`src/sblr_pkg.sv`:
```
// Constants, types and codes for the spectrum band LED resampler.
package sblr_pkg;

  localparam int BAND_COUNT = 64;
  localparam int MAX_LEDS   = 1023;

  localparam int BAND_AW = $clog2(BAND_COUNT);
  localparam int NB_W    = $clog2(BAND_COUNT + 1);
  localparam int LED_W   = $clog2(MAX_LEDS + 1);

  // field widths
  localparam int BIDX_W = 6;
  localparam int MAG_W  = 16;
  localparam int LIDX_W = 10;
  localparam int MINB_W = 6;
  localparam int MAXB_W = 7;
  localparam int LCNT_W = 10;
  localparam int GAIN_W = 9;
  localparam int LVL_W  = 8;

  localparam int CFG_AW = 3;
  localparam int CFG_DW = 10;

  // datapath widths
  localparam int WT_W        = LED_W;
  localparam int DVS_W       = (LED_W > NB_W) ? LED_W : NB_W;
  localparam int SUM_W       = MAG_W + DVS_W;
  localparam int NUM_W       = SUM_W + GAIN_W;
  // level = N / (D * 64 * 256); twice the level needs a shift of 13
  localparam int WHITE_SHIFT = 13;
  localparam int DIV_W       = ((NUM_W - WHITE_SHIFT) > (LIDX_W + NB_W)) ?
                               (NUM_W - WHITE_SHIFT) : (LIDX_W + NB_W);
  localparam int DCNT_W      = $clog2(DIV_W);

  localparam int COL_MAX    = 255;
  localparam int WHITE_BASE = 2 * COL_MAX;

  localparam logic CMD_WRITE  = 1'b0;
  localparam logic CMD_RENDER = 1'b1;

  localparam logic [CFG_AW-1:0] REG_MIN_BAND  = 3'd0;
  localparam logic [CFG_AW-1:0] REG_MAX_BAND  = 3'd1;
  localparam logic [CFG_AW-1:0] REG_LED_COUNT = 3'd2;
  localparam logic [CFG_AW-1:0] REG_GAIN      = 3'd3;
  localparam logic [CFG_AW-1:0] REG_WHITE_EN  = 3'd4;

  typedef struct packed {
    logic             start;
    logic [DIV_W-1:0] dividend;
    logic [DVS_W-1:0] divisor;
  } div_req_t;

  typedef struct packed {
    logic             done;
    logic [DIV_W-1:0] quo;
    logic [DVS_W-1:0] rem;
  } div_rsp_t;

endpackage

```
`src/sblr_if.sv`:
```
// Request and result channel interfaces of the resampler.
interface sblr_in_if;
  import sblr_pkg::*;
  logic              valid;
  logic              ready;
  logic              cmd;
  logic [BIDX_W-1:0] band_index;
  logic [MAG_W-1:0]  magnitude;
  logic [LIDX_W-1:0] led_index;
  modport source (output valid, cmd, band_index, magnitude, led_index, input ready);
  modport sink (input valid, cmd, band_index, magnitude, led_index, output ready);
endinterface

interface sblr_out_if;
  import sblr_pkg::*;
  logic              valid;
  logic              ready;
  logic [LIDX_W-1:0] led_number;
  logic [LVL_W-1:0]  colour_level;
  logic [LVL_W-1:0]  white_level;
  logic              white_write;
  modport source (output valid, led_number, colour_level, white_level, white_write,
                  input ready);
  modport sink (input valid, led_number, colour_level, white_level, white_write,
                output ready);
endinterface

```
`src/spectrum_band_led_resampler.sv`:
```
// Spectrum band to LED resampler top level: band store, walk and level split.
//
//   channel  dir  handshake      carries
//   in_req   in   valid/ready    cmd, band_index, magnitude, led_index
//   out_res  out  valid/ready    led_number, colour_level, white_level, white_write
//   cfg      in   cfg_we only    cfg_idx, cfg_wdata
//
// Band write: the next request is taken in the following cycle.
// Render: W bands are visited (2 when interpolating, up to B/L + 2 when packed),
//   read from the band memory in turn. Two passes of the 22-step shared divider
//   give the band position and then the level.
// Reset clears the control state and the band valid bits and sets the config
//   registers to their defaults; a band never written reads as zero. A stalled result
//   holds in the output register while the block keeps rendering the next request.
module spectrum_band_led_resampler (
  input  logic                        clk,
  input  logic                        rst_n,
  sblr_in_if.sink                     in_req,
  sblr_out_if.source                  out_res,
  input  logic                        cfg_we,
  input  logic [sblr_pkg::CFG_AW-1:0] cfg_idx,
  input  logic [sblr_pkg::CFG_DW-1:0] cfg_wdata
);
  import sblr_pkg::*;

  typedef enum logic [7:0] {
    ST_IDLE  = 8'b0000_0001,
    ST_SETUP = 8'b0000_0010,
    ST_DIV1  = 8'b0000_0100,
    ST_WALK  = 8'b0000_1000,
    ST_DRAIN = 8'b0001_0000,
    ST_SCALE = 8'b0010_0000,
    ST_DIV2  = 8'b0100_0000,
    ST_DONE  = 8'b1000_0000
  } state_t;

  localparam logic [BAND_AW-1:0] LAST_BAND = BAND_AW'(BAND_COUNT - 1);

  // config registers
  logic [MINB_W-1:0] min_band_r;
  logic [MAXB_W-1:0] max_band_r;
  logic [LCNT_W-1:0] led_count_r;
  logic [GAIN_W-1:0] gain_r;
  logic              white_en_r;

  // control and datapath registers
  state_t             state_r, state_nxt;
  logic [LIDX_W-1:0]  led_r, led_nxt;
  logic [BAND_AW-1:0] lo_r, lo_nxt;
  logic [NB_W-1:0]    nb_r, nb_nxt;
  logic [LED_W-1:0]   nl_r, nl_nxt;
  logic               packed_r, packed_nxt;
  logic [BAND_AW-1:0] k_r, k_nxt;
  logic [LED_W-1:0]   off_r, off_nxt;
  logic [NB_W-1:0]    rem_len_r, rem_len_nxt;
  logic               step_r, step_nxt;
  logic [WT_W-1:0]    wt_d_r, wt_d_nxt;
  logic               acc_d_r, acc_d_nxt;
  logic [SUM_W-1:0]   sum_r, sum_nxt;
  logic [DIV_W-1:0]   w_r, w_nxt;

  // output register
  logic               out_vld_r, out_vld_nxt;
  logic [LIDX_W-1:0]  out_led_r, out_led_nxt;
  logic [LVL_W-1:0]   out_col_r, out_col_nxt;
  logic [LVL_W-1:0]   out_wht_r, out_wht_nxt;
  logic               out_ww_r, out_ww_nxt;

  // band store
  logic [MAG_W-1:0]      band_mem [BAND_COUNT];
  logic [BAND_COUNT-1:0] band_vld_r;
  logic [MAG_W-1:0]      mem_q_r;
  logic                  mem_vld_r;
  logic                  wr_en, rd_en;
  logic [BAND_AW-1:0]    wr_addr, rd_addr;

  // combinational helpers
  logic [BAND_AW-1:0]      lo_w;
  logic [NB_W-1:0]         lo_p1_w, hi_w, nb_w;
  logic [LED_W-1:0]        nl_w;
  logic                    render_ok;
  logic [LIDX_W+NB_W-1:0]  t_w;
  logic [LED_W-1:0]        avail_w, ov_w;
  logic [MAG_W-1:0]        mag_eff;
  logic [MAG_W+WT_W-1:0]   prod_w;
  logic [NUM_W-1:0]        num_w;
  logic [LVL_W-1:0]        col_w, wht_w;

  sblr_pkg::div_req_t div_req;
  sblr_pkg::div_rsp_t div_rsp;

  sblr_div u_div (
    .clk   (clk),
    .rst_n (rst_n),
    .req   (div_req),
    .rsp   (div_rsp)
  );

  // window clamps: min below the band count, max at least min+1 and at most the count
  assign lo_w    = (32'(min_band_r) > 32'(BAND_COUNT - 1)) ? LAST_BAND : BAND_AW'(min_band_r);
  assign lo_p1_w = NB_W'(lo_w) + 1'b1;
  assign hi_w    = (32'(max_band_r) < 32'(lo_p1_w)) ? lo_p1_w :
                   (32'(max_band_r) > 32'(BAND_COUNT)) ? NB_W'(BAND_COUNT) :
                   NB_W'(max_band_r);
  assign nb_w    = hi_w - NB_W'(lo_w);
  assign nl_w    = (32'(led_count_r) > 32'(MAX_LEDS)) ? LED_W'(MAX_LEDS) :
                   LED_W'(led_count_r);
  assign render_ok = (nl_w != '0) && (32'(led_r) < 32'(nl_w));
  assign t_w       = led_r * nb_w;

  // packed walk: overlap of the slice with the current band
  assign avail_w = nl_r - off_r;
  assign ov_w    = (32'(avail_w) < 32'(rem_len_r)) ? avail_w : LED_W'(rem_len_r);

  assign mag_eff = mem_vld_r ? mem_q_r : '0;
  assign prod_w  = mag_eff * wt_d_r;
  assign num_w   = sum_r * gain_r;

  // levels: w = floor(2*level); colour = w/2 capped, white = excess over 510 capped
  always_comb begin
    col_w = ((w_r >> 1) > DIV_W'(COL_MAX)) ? LVL_W'(COL_MAX) : LVL_W'(w_r >> 1);
    if (w_r > DIV_W'(WHITE_BASE + COL_MAX)) begin
      wht_w = LVL_W'(COL_MAX);
    end else if (w_r > DIV_W'(WHITE_BASE)) begin
      wht_w = LVL_W'(w_r - DIV_W'(WHITE_BASE));
    end else begin
      wht_w = '0;
    end
  end

  assign wr_addr      = BAND_AW'(in_req.band_index);
  assign in_req.ready = (state_r == ST_IDLE);

  always_comb begin
    state_nxt   = state_r;
    led_nxt     = led_r;
    lo_nxt      = lo_r;
    nb_nxt      = nb_r;
    nl_nxt      = nl_r;
    packed_nxt  = packed_r;
    k_nxt       = k_r;
    off_nxt     = off_r;
    rem_len_nxt = rem_len_r;
    step_nxt    = step_r;
    wt_d_nxt    = wt_d_r;
    acc_d_nxt   = 1'b0;
    sum_nxt     = sum_r;
    w_nxt       = w_r;
    out_vld_nxt = out_vld_r;
    out_led_nxt = out_led_r;
    out_col_nxt = out_col_r;
    out_wht_nxt = out_wht_r;
    out_ww_nxt  = out_ww_r;
    wr_en       = 1'b0;
    rd_en       = 1'b0;
    rd_addr     = k_r;
    div_req     = '0;

    // accumulate in the cycle after the memory read
    if (acc_d_r) begin
      sum_nxt = sum_r + SUM_W'(prod_w);
    end
    if (out_vld_r && out_res.ready) begin
      out_vld_nxt = 1'b0;
    end

    unique case (state_r)
      ST_IDLE: begin
        if (in_req.valid) begin
          if (in_req.cmd == CMD_WRITE) begin
            wr_en = (32'(in_req.band_index) < 32'(BAND_COUNT));
          end else begin
            led_nxt   = in_req.led_index;
            state_nxt = ST_SETUP;
          end
        end
      end
      ST_SETUP: begin
        lo_nxt     = lo_w;
        nb_nxt     = nb_w;
        nl_nxt     = nl_w;
        packed_nxt = (32'(nb_w) > 32'(nl_w));
        if (render_ok) begin
          // floor(led*B/L) and its remainder
          div_req.start    = 1'b1;
          div_req.dividend = DIV_W'(t_w);
          div_req.divisor  = DVS_W'(nl_w);
          state_nxt        = ST_DIV1;
        end else begin
          state_nxt = ST_IDLE;
        end
      end
      ST_DIV1: begin
        if (div_rsp.done) begin
          k_nxt       = lo_r + BAND_AW'(div_rsp.quo);
          off_nxt     = LED_W'(div_rsp.rem);
          rem_len_nxt = nb_r;
          step_nxt    = 1'b0;
          sum_nxt     = '0;
          state_nxt   = ST_WALK;
        end
      end
      ST_WALK: begin
        rd_en     = 1'b1;
        acc_d_nxt = 1'b1;
        if (packed_r) begin
          rd_addr     = k_r;
          wt_d_nxt    = ov_w;
          k_nxt       = k_r + 1'b1;
          off_nxt     = '0;
          rem_len_nxt = rem_len_r - NB_W'(ov_w);
          if (32'(rem_len_r) == 32'(ov_w)) begin
            state_nxt = ST_DRAIN;
          end
        end else if (!step_r) begin
          rd_addr  = k_r;
          wt_d_nxt = nl_r - off_r;
          step_nxt = 1'b1;
        end else begin
          // upper neighbor stays on the last band
          rd_addr   = (k_r == LAST_BAND) ? k_r : k_r + 1'b1;
          wt_d_nxt  = off_r;
          state_nxt = ST_DRAIN;
        end
      end
      ST_DRAIN: begin
        state_nxt = ST_SCALE;
      end
      ST_SCALE: begin
        div_req.start    = 1'b1;
        div_req.dividend = DIV_W'(num_w >> WHITE_SHIFT);
        div_req.divisor  = packed_r ? DVS_W'(nb_r) : DVS_W'(nl_r);
        state_nxt        = ST_DIV2;
      end
      ST_DIV2: begin
        if (div_rsp.done) begin
          w_nxt     = div_rsp.quo;
          state_nxt = ST_DONE;
        end
      end
      ST_DONE: begin
        if (!out_vld_r || out_res.ready) begin
          out_vld_nxt = 1'b1;
          out_led_nxt = led_r;
          out_col_nxt = col_w;
          out_wht_nxt = white_en_r ? wht_w : '0;
          out_ww_nxt  = white_en_r;
          state_nxt   = ST_IDLE;
        end
      end
      default: begin
        state_nxt = ST_IDLE;
      end
    endcase
  end

  // control state and config
  always_ff @(posedge clk) begin
    if (!rst_n) begin
      state_r     <= ST_IDLE;
      acc_d_r     <= 1'b0;
      out_vld_r   <= 1'b0;
      band_vld_r  <= '0;
      min_band_r  <= '0;
      max_band_r  <= MAXB_W'(BAND_COUNT);
      led_count_r <= LCNT_W'(1);
      gain_r      <= GAIN_W'(256);
      white_en_r  <= 1'b1;
    end else begin
      state_r   <= state_nxt;
      acc_d_r   <= acc_d_nxt;
      out_vld_r <= out_vld_nxt;
      if (wr_en) begin
        band_vld_r[wr_addr] <= 1'b1;
      end
      if (cfg_we) begin
        unique case (cfg_idx)
          REG_MIN_BAND:  min_band_r  <= cfg_wdata[MINB_W-1:0];
          REG_MAX_BAND:  max_band_r  <= cfg_wdata[MAXB_W-1:0];
          REG_LED_COUNT: led_count_r <= cfg_wdata[LCNT_W-1:0];
          REG_GAIN:      gain_r      <= cfg_wdata[GAIN_W-1:0];
          REG_WHITE_EN:  white_en_r  <= cfg_wdata[0];
          default: ;
        endcase
      end
    end
  end

  // payload registers
  always_ff @(posedge clk) begin
    led_r     <= led_nxt;
    lo_r      <= lo_nxt;
    nb_r      <= nb_nxt;
    nl_r      <= nl_nxt;
    packed_r  <= packed_nxt;
    k_r       <= k_nxt;
    off_r     <= off_nxt;
    rem_len_r <= rem_len_nxt;
    step_r    <= step_nxt;
    wt_d_r    <= wt_d_nxt;
    sum_r     <= sum_nxt;
    w_r       <= w_nxt;
    out_led_r <= out_led_nxt;
    out_col_r <= out_col_nxt;
    out_wht_r <= out_wht_nxt;
    out_ww_r  <= out_ww_nxt;
  end

  // band memory, one write port and one registered read port
  always_ff @(posedge clk) begin
    if (wr_en) begin
      band_mem[wr_addr] <= in_req.magnitude;
    end
    if (rd_en) begin
      mem_q_r   <= band_mem[rd_addr];
      mem_vld_r <= band_vld_r[rd_addr];
    end
  end

  assign out_res.valid        = out_vld_r;
  assign out_res.led_number   = out_led_r;
  assign out_res.colour_level = out_col_r;
  assign out_res.white_level  = out_wht_r;
  assign out_res.white_write  = out_ww_r;

endmodule

```
`src/sblr_div.sv`:
```
// Restoring divider, one quotient bit per cycle.
module sblr_div (
  input  logic                clk,
  input  logic                rst_n,
  input  sblr_pkg::div_req_t  req,
  output sblr_pkg::div_rsp_t  rsp
);
  import sblr_pkg::*;

  logic              busy_r, busy_nxt;
  logic              done_r, done_nxt;
  logic [DCNT_W-1:0] cnt_r, cnt_nxt;
  logic [DVS_W-1:0]  rem_r, rem_nxt;
  logic [DVS_W-1:0]  dvs_r, dvs_nxt;
  logic [DIV_W-1:0]  quo_r, quo_nxt;
  logic [DVS_W:0]    shl;
  logic [DVS_W+1:0]  diff;

  assign shl  = {rem_r, quo_r[DIV_W-1]};
  assign diff = {1'b0, shl} - {2'b00, dvs_r};

  always_comb begin
    busy_nxt = busy_r;
    done_nxt = 1'b0;
    cnt_nxt  = cnt_r;
    rem_nxt  = rem_r;
    dvs_nxt  = dvs_r;
    quo_nxt  = quo_r;
    if (req.start) begin
      busy_nxt = 1'b1;
      cnt_nxt  = '0;
      rem_nxt  = '0;
      quo_nxt  = req.dividend;
      dvs_nxt  = req.divisor;
    end else if (busy_r) begin
      if (!diff[DVS_W+1]) begin
        rem_nxt = diff[DVS_W-1:0];
        quo_nxt = {quo_r[DIV_W-2:0], 1'b1};
      end else begin
        rem_nxt = shl[DVS_W-1:0];
        quo_nxt = {quo_r[DIV_W-2:0], 1'b0};
      end
      cnt_nxt = cnt_r + 1'b1;
      if (cnt_r == DCNT_W'(DIV_W - 1)) begin
        busy_nxt = 1'b0;
        done_nxt = 1'b1;
      end
    end
  end

  always_ff @(posedge clk) begin
    if (!rst_n) begin
      busy_r <= 1'b0;
      done_r <= 1'b0;
      cnt_r  <= '0;
    end else begin
      busy_r <= busy_nxt;
      done_r <= done_nxt;
      cnt_r  <= cnt_nxt;
    end
  end

  always_ff @(posedge clk) begin
    rem_r <= rem_nxt;
    dvs_r <= dvs_nxt;
    quo_r <= quo_nxt;
  end

  assign rsp.done = done_r;
  assign rsp.quo  = quo_r;
  assign rsp.rem  = rem_r;

endmodule

```
`src/flat_wrapper.sv`:
```
// flat-port wrapper written by rule: the top's interface ports become plain ports
module spectrum_band_led_resampler_flat import sblr_pkg::*;
  (clk, rst_n, cfg_we, cfg_idx, cfg_wdata, in_req_valid, in_req_cmd, in_req_band_index, in_req_magnitude, in_req_led_index, in_req_ready, out_res_valid, out_res_led_number, out_res_colour_level, out_res_white_level, out_res_white_write, out_res_ready);
  sblr_in_if in_req_i ();
  sblr_out_if out_res_i ();
  input  logic clk;
  input  logic rst_n;
  input  logic cfg_we;
  input  logic [sblr_pkg::CFG_AW-1:0] cfg_idx;
  input  logic [sblr_pkg::CFG_DW-1:0] cfg_wdata;
  input wire logic [$bits(in_req_i.valid)-1:0] in_req_valid;
  input wire logic [$bits(in_req_i.cmd)-1:0] in_req_cmd;
  input wire logic [$bits(in_req_i.band_index)-1:0] in_req_band_index;
  input wire logic [$bits(in_req_i.magnitude)-1:0] in_req_magnitude;
  input wire logic [$bits(in_req_i.led_index)-1:0] in_req_led_index;
  output wire logic [$bits(in_req_i.ready)-1:0] in_req_ready;
  output wire logic [$bits(out_res_i.valid)-1:0] out_res_valid;
  output wire logic [$bits(out_res_i.led_number)-1:0] out_res_led_number;
  output wire logic [$bits(out_res_i.colour_level)-1:0] out_res_colour_level;
  output wire logic [$bits(out_res_i.white_level)-1:0] out_res_white_level;
  output wire logic [$bits(out_res_i.white_write)-1:0] out_res_white_write;
  input wire logic [$bits(out_res_i.ready)-1:0] out_res_ready;
  assign in_req_i.valid = in_req_valid;
  assign in_req_i.cmd = in_req_cmd;
  assign in_req_i.band_index = in_req_band_index;
  assign in_req_i.magnitude = in_req_magnitude;
  assign in_req_i.led_index = in_req_led_index;
  assign in_req_ready = in_req_i.ready;
  assign out_res_valid = out_res_i.valid;
  assign out_res_led_number = out_res_i.led_number;
  assign out_res_colour_level = out_res_i.colour_level;
  assign out_res_white_level = out_res_i.white_level;
  assign out_res_white_write = out_res_i.white_write;
  assign out_res_i.ready = out_res_ready;
  spectrum_band_led_resampler u_core (.clk(clk), .rst_n(rst_n), .in_req(in_req_i), .out_res(out_res_i), .cfg_we(cfg_we), .cfg_idx(cfg_idx), .cfg_wdata(cfg_wdata));
endmodule
```
`config.mk`:
```
export PLATFORM = sky130hd
export DESIGN_NAME = spectrum_band_led_resampler_flat
export DESIGN_NICKNAME = d
export VERILOG_FILES = /design/src/sblr_pkg.sv /design/src/sblr_if.sv /design/src/spectrum_band_led_resampler.sv /design/src/sblr_div.sv /design/src/flat_wrapper.sv
export SDC_FILE = /design/constraint.sdc
export NUM_CORES = 2
export LEC_CHECK = 0
export ABC_AREA = 1
export BUFFER_PORTS_ARGS = -buffer_cell sky130_fd_sc_hd__buf_2
export CAP_MARGIN = 20
export CORE_MARGIN = 2
export CORE_UTILIZATION = 45
export CTS_CLUSTER_DIAMETER = 200
export DETAILED_ROUTE_END_ITERATION = 8
export PLACE_DENSITY_LB_ADDON = 0.05
export SLEW_MARGIN = 20
export SYNTH_ARGS = -nofsm -noshare
export SYNTH_HDL_FRONTEND = slang
export SYNTH_HIERARCHICAL = 1
export SYNTH_SLANG_ARGS = --single-unit
export TNS_END_PERCENT = 20
```
`constraint.sdc`:
```
create_clock -name clk -period 6.8 [get_ports clk]
set_input_delay 1.02 -clock clk [delete_from_list [all_inputs] [get_ports clk]]
set_output_delay 1.02 -clock clk [all_outputs]
set_load 0.005 [all_outputs]
```
Word level (Yosys, flattened, before mapping):

Memory sizes are Yosys's and may differ from the RTL's. A register that Yosys moved wholly into a read port is not among the register bits.
Cells that the tools add are included.

* logic and storage cells: 167
* output and inout port bits: 29
* bits of input ports: 51
* memories kept: 1
* memory bits (writable): 1024
* memory bits (read-only): 0
* flip-flop bits (word level): 300
* latch bits: 0

Memories
* u_core.band_mem: words 64, bits a word 16, read ports 1, clocked after memory_dff 1, write ports 1, line spectrum_band_led_resampler.sv:70 `logic [MAG_W-1:0] band_mem [BAND_COUNT];`

* multiplexer cells: 61
* bitwise logic cells: 3
* shift-type cells: 0
* $add $sub $neg: 10
* $lt $le $gt $ge: 11
* eq/ne operators: 24
* divide/modulo/power cells: 0
* reduce and logical (&&, ||, !) cells: 22
* multiply operators: 3

Operators by type and width (count)
* 8-bit 2-to-1 mux: 10
* 26-bit 2-to-1 mux: 3
* 10-bit 2-to-1 mux: 7
* 33-bit case mux with 2 select lines: 1
* 64-bit bitwise OR: 1
* 8-bit case mux with 8 select lines: 1
* 22-bit 2-to-1 mux: 2
* 6-bit 2-to-1 mux: 6
* 26-bit by 9-bit multiplier with 35-bit output: 1
* 33-bit 2-to-1 mux: 1
* 7-bit 2-to-1 mux: 4
* 26-bit adder: 1
* 16-bit by 10-bit multiplier with 26-bit output: 1
* 22-bit by 10-bit greater-than comparator with 1-bit output, second input constant: 1
* 22-bit by 9-bit greater-than comparator with 1-bit output, second input constant: 1
* 21-bit by 8-bit greater-than comparator with 1-bit output, second input constant: 1
* 10-bit case mux with 2 select lines: 1
* 1-bit 2-to-1 mux: 18
* 10-bit by 7-bit multiplier with 17-bit output: 1
* 16-bit 2-to-1 mux: 1
* 6-bit by 7-bit < comparator with 1-bit output, second input constant: 2
* 7-bit case mux with 2 select lines: 1
* 2-bit AND reduction: 7
* 6-bit case mux with 2 select lines: 1
* 48 further kinds: 60

Longest topological paths before layout:

* word-level depth: 8
* gate-level depth with buffers: 44
* depth with buffers taken out: 44

Hierarchy:

The synthesis kept the hierarchy.

By module, submodules not included
* spectrum_band_led_resampler: instances 1, area each 72557.1 µm², seq. area each 37435.9 µm², cells each 7792
* sblr_div: instances 1, area each 2607.5 µm², seq. area each 1301.2 µm², cells each 323

Least setup slack after synthesis:

Ideal clock, no wire load.

* path type: register to register
* start point: register u_core.min_band_r[0] (netlist: u_core/lo_w[0])
* end point: register u_core.u_div.quo_r[15] (data pin)
* stages on the path, launching flop included: 43
* slack: -0.442 ns
* arrival time: 6.990 ns
* cell sequence: dfxtp_1 > ha_1 > nand2_1 > xor2_1 > ha_1 > a21oi_1 > o21a_1 > nand2_1 > inv_1 > nor2_1 > nand2_1 > o21ai_0 > inv_1 > ha_1 > fa_1 > nor2_1 > o21ai_0 > nand2_1 > [7 not listed] > fa_1 > inv_1 > fa_1 > inv_1 > fa_1 > inv_1 > ha_1 > a21oi_1 > o21ai_0 > nand2_1 > nand4_1 > a21oi_1 > o21bai_1 > or2_2 > nand4_1 > nand2_1 > nand2_1 > nand2_1

RTL lines
* from (decl): line spectrum_band_led_resampler.sv:40 `logic [MINB_W-1:0] min_band_r;`
* from (signal assigned): line spectrum_band_led_resampler.sv:278 `REG_MIN_BAND: min_band_r <= cfg_wdata[MINB_W-1:0];`
* to (signal assigned): line sblr_div.sv:66 `quo_r <= quo_nxt;`
* to (decl): line sblr_div.sv:15 `logic [DIV_W-1:0] quo_r, quo_nxt;`

==> summary.md <==
| Metric | Value |
|---|---|
| Status | finished with violations |
| Violated checks | setup timing |
| FF+latch area | 38700 um^2 |
| Yosys warns | 6 |
| Peak Freq | roughly 140 MHz |
| Slew margin rel. | a little over a quarter |
| Clock Tree Buf Depth | 3 |
| Layout cell share with drive strength beyond 1 | 7.96% |
| Cell mode on critical path | nand2_1 |
| Clk pwr share | between 20% and 30% |
| CTS buffer count | 153 |
| IO buf count | 79 |
| Async set or reset register ratio after synthesis | 0% |
| Placement row count | roughly 150 |
| Synthesized area | about 75000 um^2 |
| Fill count | 15463 |
| Htree depth | 4 |
| Initial antenna violation count | 6 |
| Initial DRC count | approximately 4300 |
| CP endpoint kind | flip-flop |
| Initial Utilization | a little under half |
| Chip Width | 413 um |
| Least-Margin Pin Slew | about 1100 ps |
| Pre-antenna DRT Iters | 6 |
| Power Dens Cells | ~330 nW/um^2 |
| First-pass GRT wire length | 338 mm |
| Final Net Count | roughly 9000 |
| Highest metal used | met5 |
| Clock Pin Slew Worst Setup and Hold Paths | 60 ps |
| Post-route core utilization | 50.8% |
| CP arrival | 7460 ps |
| Fin crit period | 6920 ps |
| RSZ-0062 raised after global routing | yes |
| Area of the multi-input gates | 29300 um^2 |
| Leakage | around 37 nW |
| Total gr overflow | 0 |
| Maximum vdd drop | around 0.26 mV |
| Dpl hpwl | 143 mm |
| GRT Total Usage | 26.5% |
| DRT met1 WL | 95.7 mm |
| Max incr delay on CP | 530 ps |
| Sw Ratio | 36.7% |
| Critical path's slowest cell | fa_1 |
| Remaining DRCs | 0 |
| Synth Flop Type | edfxtp_1 |
| Syn nets | 8728 |
| Met3 WL post-DR | 11.3 mm |
| Comb pwr share | 35.5% |
| Via density | 5.18 |
| Die Span Y | approximately 410 um |
| CTS tree | done |
| Cts hold-fix bufs | 0 |
| Routed wire length | 225 mm |
| Hold Crit Class | primary input to flip-flop |
| Vias in the first global route | ~53000 |
| CP Class | flip-flop to flip-flop |
| Flop pwr share | 35.3% |
| Clk sinks | 1340 |
| Syn avg cell area | 9.26 um^2 |
| PnR worst setup slack | -123 ps |
| Cells after Synth | 8115 |
| Final Cycle Share | 102% |
| Pin count of the biggest net entering global routing | 137 |
| Wire length per cell | 21.4 um |
| Antenna Nets Post-Route | 0 |
| Setup slack at placement | -498 ps |
| EDFF count, synth | 1190 |
| Final setup violation count | 2 |
| Slew Limit Fails | 0 |
| Psw | 10.2 mW |
| Fin. Hold Viols | 0 |
| Core area | ~170000 um^2 |
| Yosys reg bits | 1340 |
| Post-synthesis sequential area ratio | 51.5% |
| MaxCap Viol Count | 0 |
| Root Buffer | clkbuf_16 |
| Ports | 80 |
| Met2 WL | between 100 and 150 mm |
| CP startpoint kind | flip-flop |
| Placer Congestion | between 0.9 and 1 |
| Yosys cell types | 60 |
| Worst Path Required | 7340 ps |
| Area Overhead vs Synth | 11.8% |
| Vias | 54639 |
| Layout Skew | between 30 and 40 ps |
| Crit Path Max Fanout | 4 |
| Die area | 170000 um^2 |
| Internal power component | between 15 and 20 mW |
| Clk_lat worst skew | 790 ps |
[critical path, delay by kind of cell (launching register included)]
family	cells	cell delay [ps]
flip-flops	1	370
XOR/XNOR	2	370
adder cells (fa/ha/maj)	8	2940
AO/OA/AOI/OAI	9	1080
buffers and inverters	9	780
AND/OR/NAND/NOR	13	1140
[metal layers]
metal,vias to the layer above,GRT usage (%)
met5,-,0
met4,8,8.02
met3,345,3.28
met2,1471,45.5
met1,26720,34.9
li1,26095,-
[cells in the mapped netlist (3+ instances only)]
library cell     n  share of area [%]
nand4_1         26               0.22
nand2_2          9              0.075
o21ai_0        142               0.95
o22ai_1          3              0.025
xnor2_1         22               0.26
buf_2          176                1.2
a31oi_1          5              0.042
fa_1           347                9.2
inv_2           14              0.070
nand3_1       1082                7.2
inv_1         1581                7.9
o21a_1          16               0.16
nor2_1         519                2.6
buf_6            3              0.045
nand3_2          6              0.080
a21boi_0         7              0.070
clkinv_1         4              0.020
clkbuf_1       127               0.63
o21bai_1        10               0.10
nand3b_1       107                1.1
buf_1           21               0.10
o21ai_1         11              0.073
o221ai_1         6              0.070
nor3_1          37               0.25
a211oi_1         5              0.050
buf_4           25               0.25
nor4_1          10              0.083
a21o_1           5              0.050
dfxtp_1        150                4.0
ha_1           215                3.6
a21oi_1        148               0.99
edfxtp_1      1190                 48
o211ai_1        32               0.32
or2_2           15               0.12
nand2_1       1979                9.9
nor2_2           4              0.033
xor2_1          26               0.30
[final timing paths]
kind                               start                     end  slack (ps)  cells after the start
setup / recovery          u_core/lo_w[0]  u_core/u_div/quo_r[15]        -120                     41
hold / removal       in_req_led_index[1]         u_core/led_r[1]         410                      1
setup reg to reg          u_core/lo_w[0]  u_core/u_div/quo_r[15]        -120                     41
hold reg to reg   u_core/u_div/quo_r[19]          u_core/w_r[19]         420                      0
[through the flow]
stage / setup TNS (ps) / power, mW / std cells / hold slack (ps) / instance area (um^2)
after global placement: -3090 / 19.4 / 10246 / 440 / 78600
after floorplan: 0 / 16.0 / 8115 / 422 / 75200
after detailed placement: -3060 / 19.4 / 10247 / 443 / 78700
after global routing: -3520 / 29.4 / 10542 / 357 / 84000
final: -237 / 27.7 / 10543 / 412 / 84000
after CTS: -547 / 27.8 / 10539 / 350 / 83800
[power by group through the flow]
stage          clock network, mW  logic (mW)  registers, mW
4_1_cts                     8.28        9.73           9.78
5_1_grt                     8.60        11.0           9.80
2_1_floorplan                  0        6.51           9.52
3_5_place_dp                   0        9.45           9.95
3_3_place_gp                   0        9.41           9.95
6_report                    8.11        9.83           9.77
[cell usage in the layout (no fill, tap or decap), types with 23 or more instances in the layout]
cell type	n
o211ai_1	32
nand2_1	1971
nor2_1	496
ha_1	205
o21ai_0	129
nand4_1	26
dfxtp_1	146
nand3b_1	107
edfxtp_1	1190
a21oi_1	138
clkbuf_16	153
clkbuf_8	23
buf_4	213
nor3_1	35
clkbuf_1	48
clkinv_1	26
fa_1	346
nand3_1	1081
inv_1	1573
buf_2	79
[repair_timing]
item	in CTS	in global routing
pin swaps	27	44
gates cloned	0	0
gates resized for setup	34	42
setup endpoints to repair	10	11
buffers inserted	11	3
[cells by family (layout without fill, tap and decap cells)]
kind of cell,Yosys count,after routing,synth area share (%)
and+or+nand+nor,3804,3804,21.8
buffers and inverters,1952,2190,10.2
DFF,1340,1340,51.5
adders and majority gates,562,562,12.8
AOI/OAI and AO/OA,409,409,3.11
xor gates and xnor gates,48,48,0.559
other,0,1,0
[final cells by class]
type                            instances  share of cell area [%]
Sequential cell                      1340                    46.1
Multi-Input combinational cell       4823                    34.8
Antenna cell                            1                 0.00298
Clock buffer                          224                    5.15
Tap cell                             2189                    3.26
Inverter                             1599                    7.16
Timing Repair Buffer                  310                    2.78
Clock inverter                         57                   0.704
[flip-flops by register name, summed over array words and instances, names as in the netlist, 16 cells and up]
name	flops
u_core/w_r	22
u_core/u_div/quo_r	22
u_core/sum_r	26
u_core/mem_q_r	16
u_core/band_mem	1024
u_core/band_vld_r	64
(Power assumes the default switching activity.)
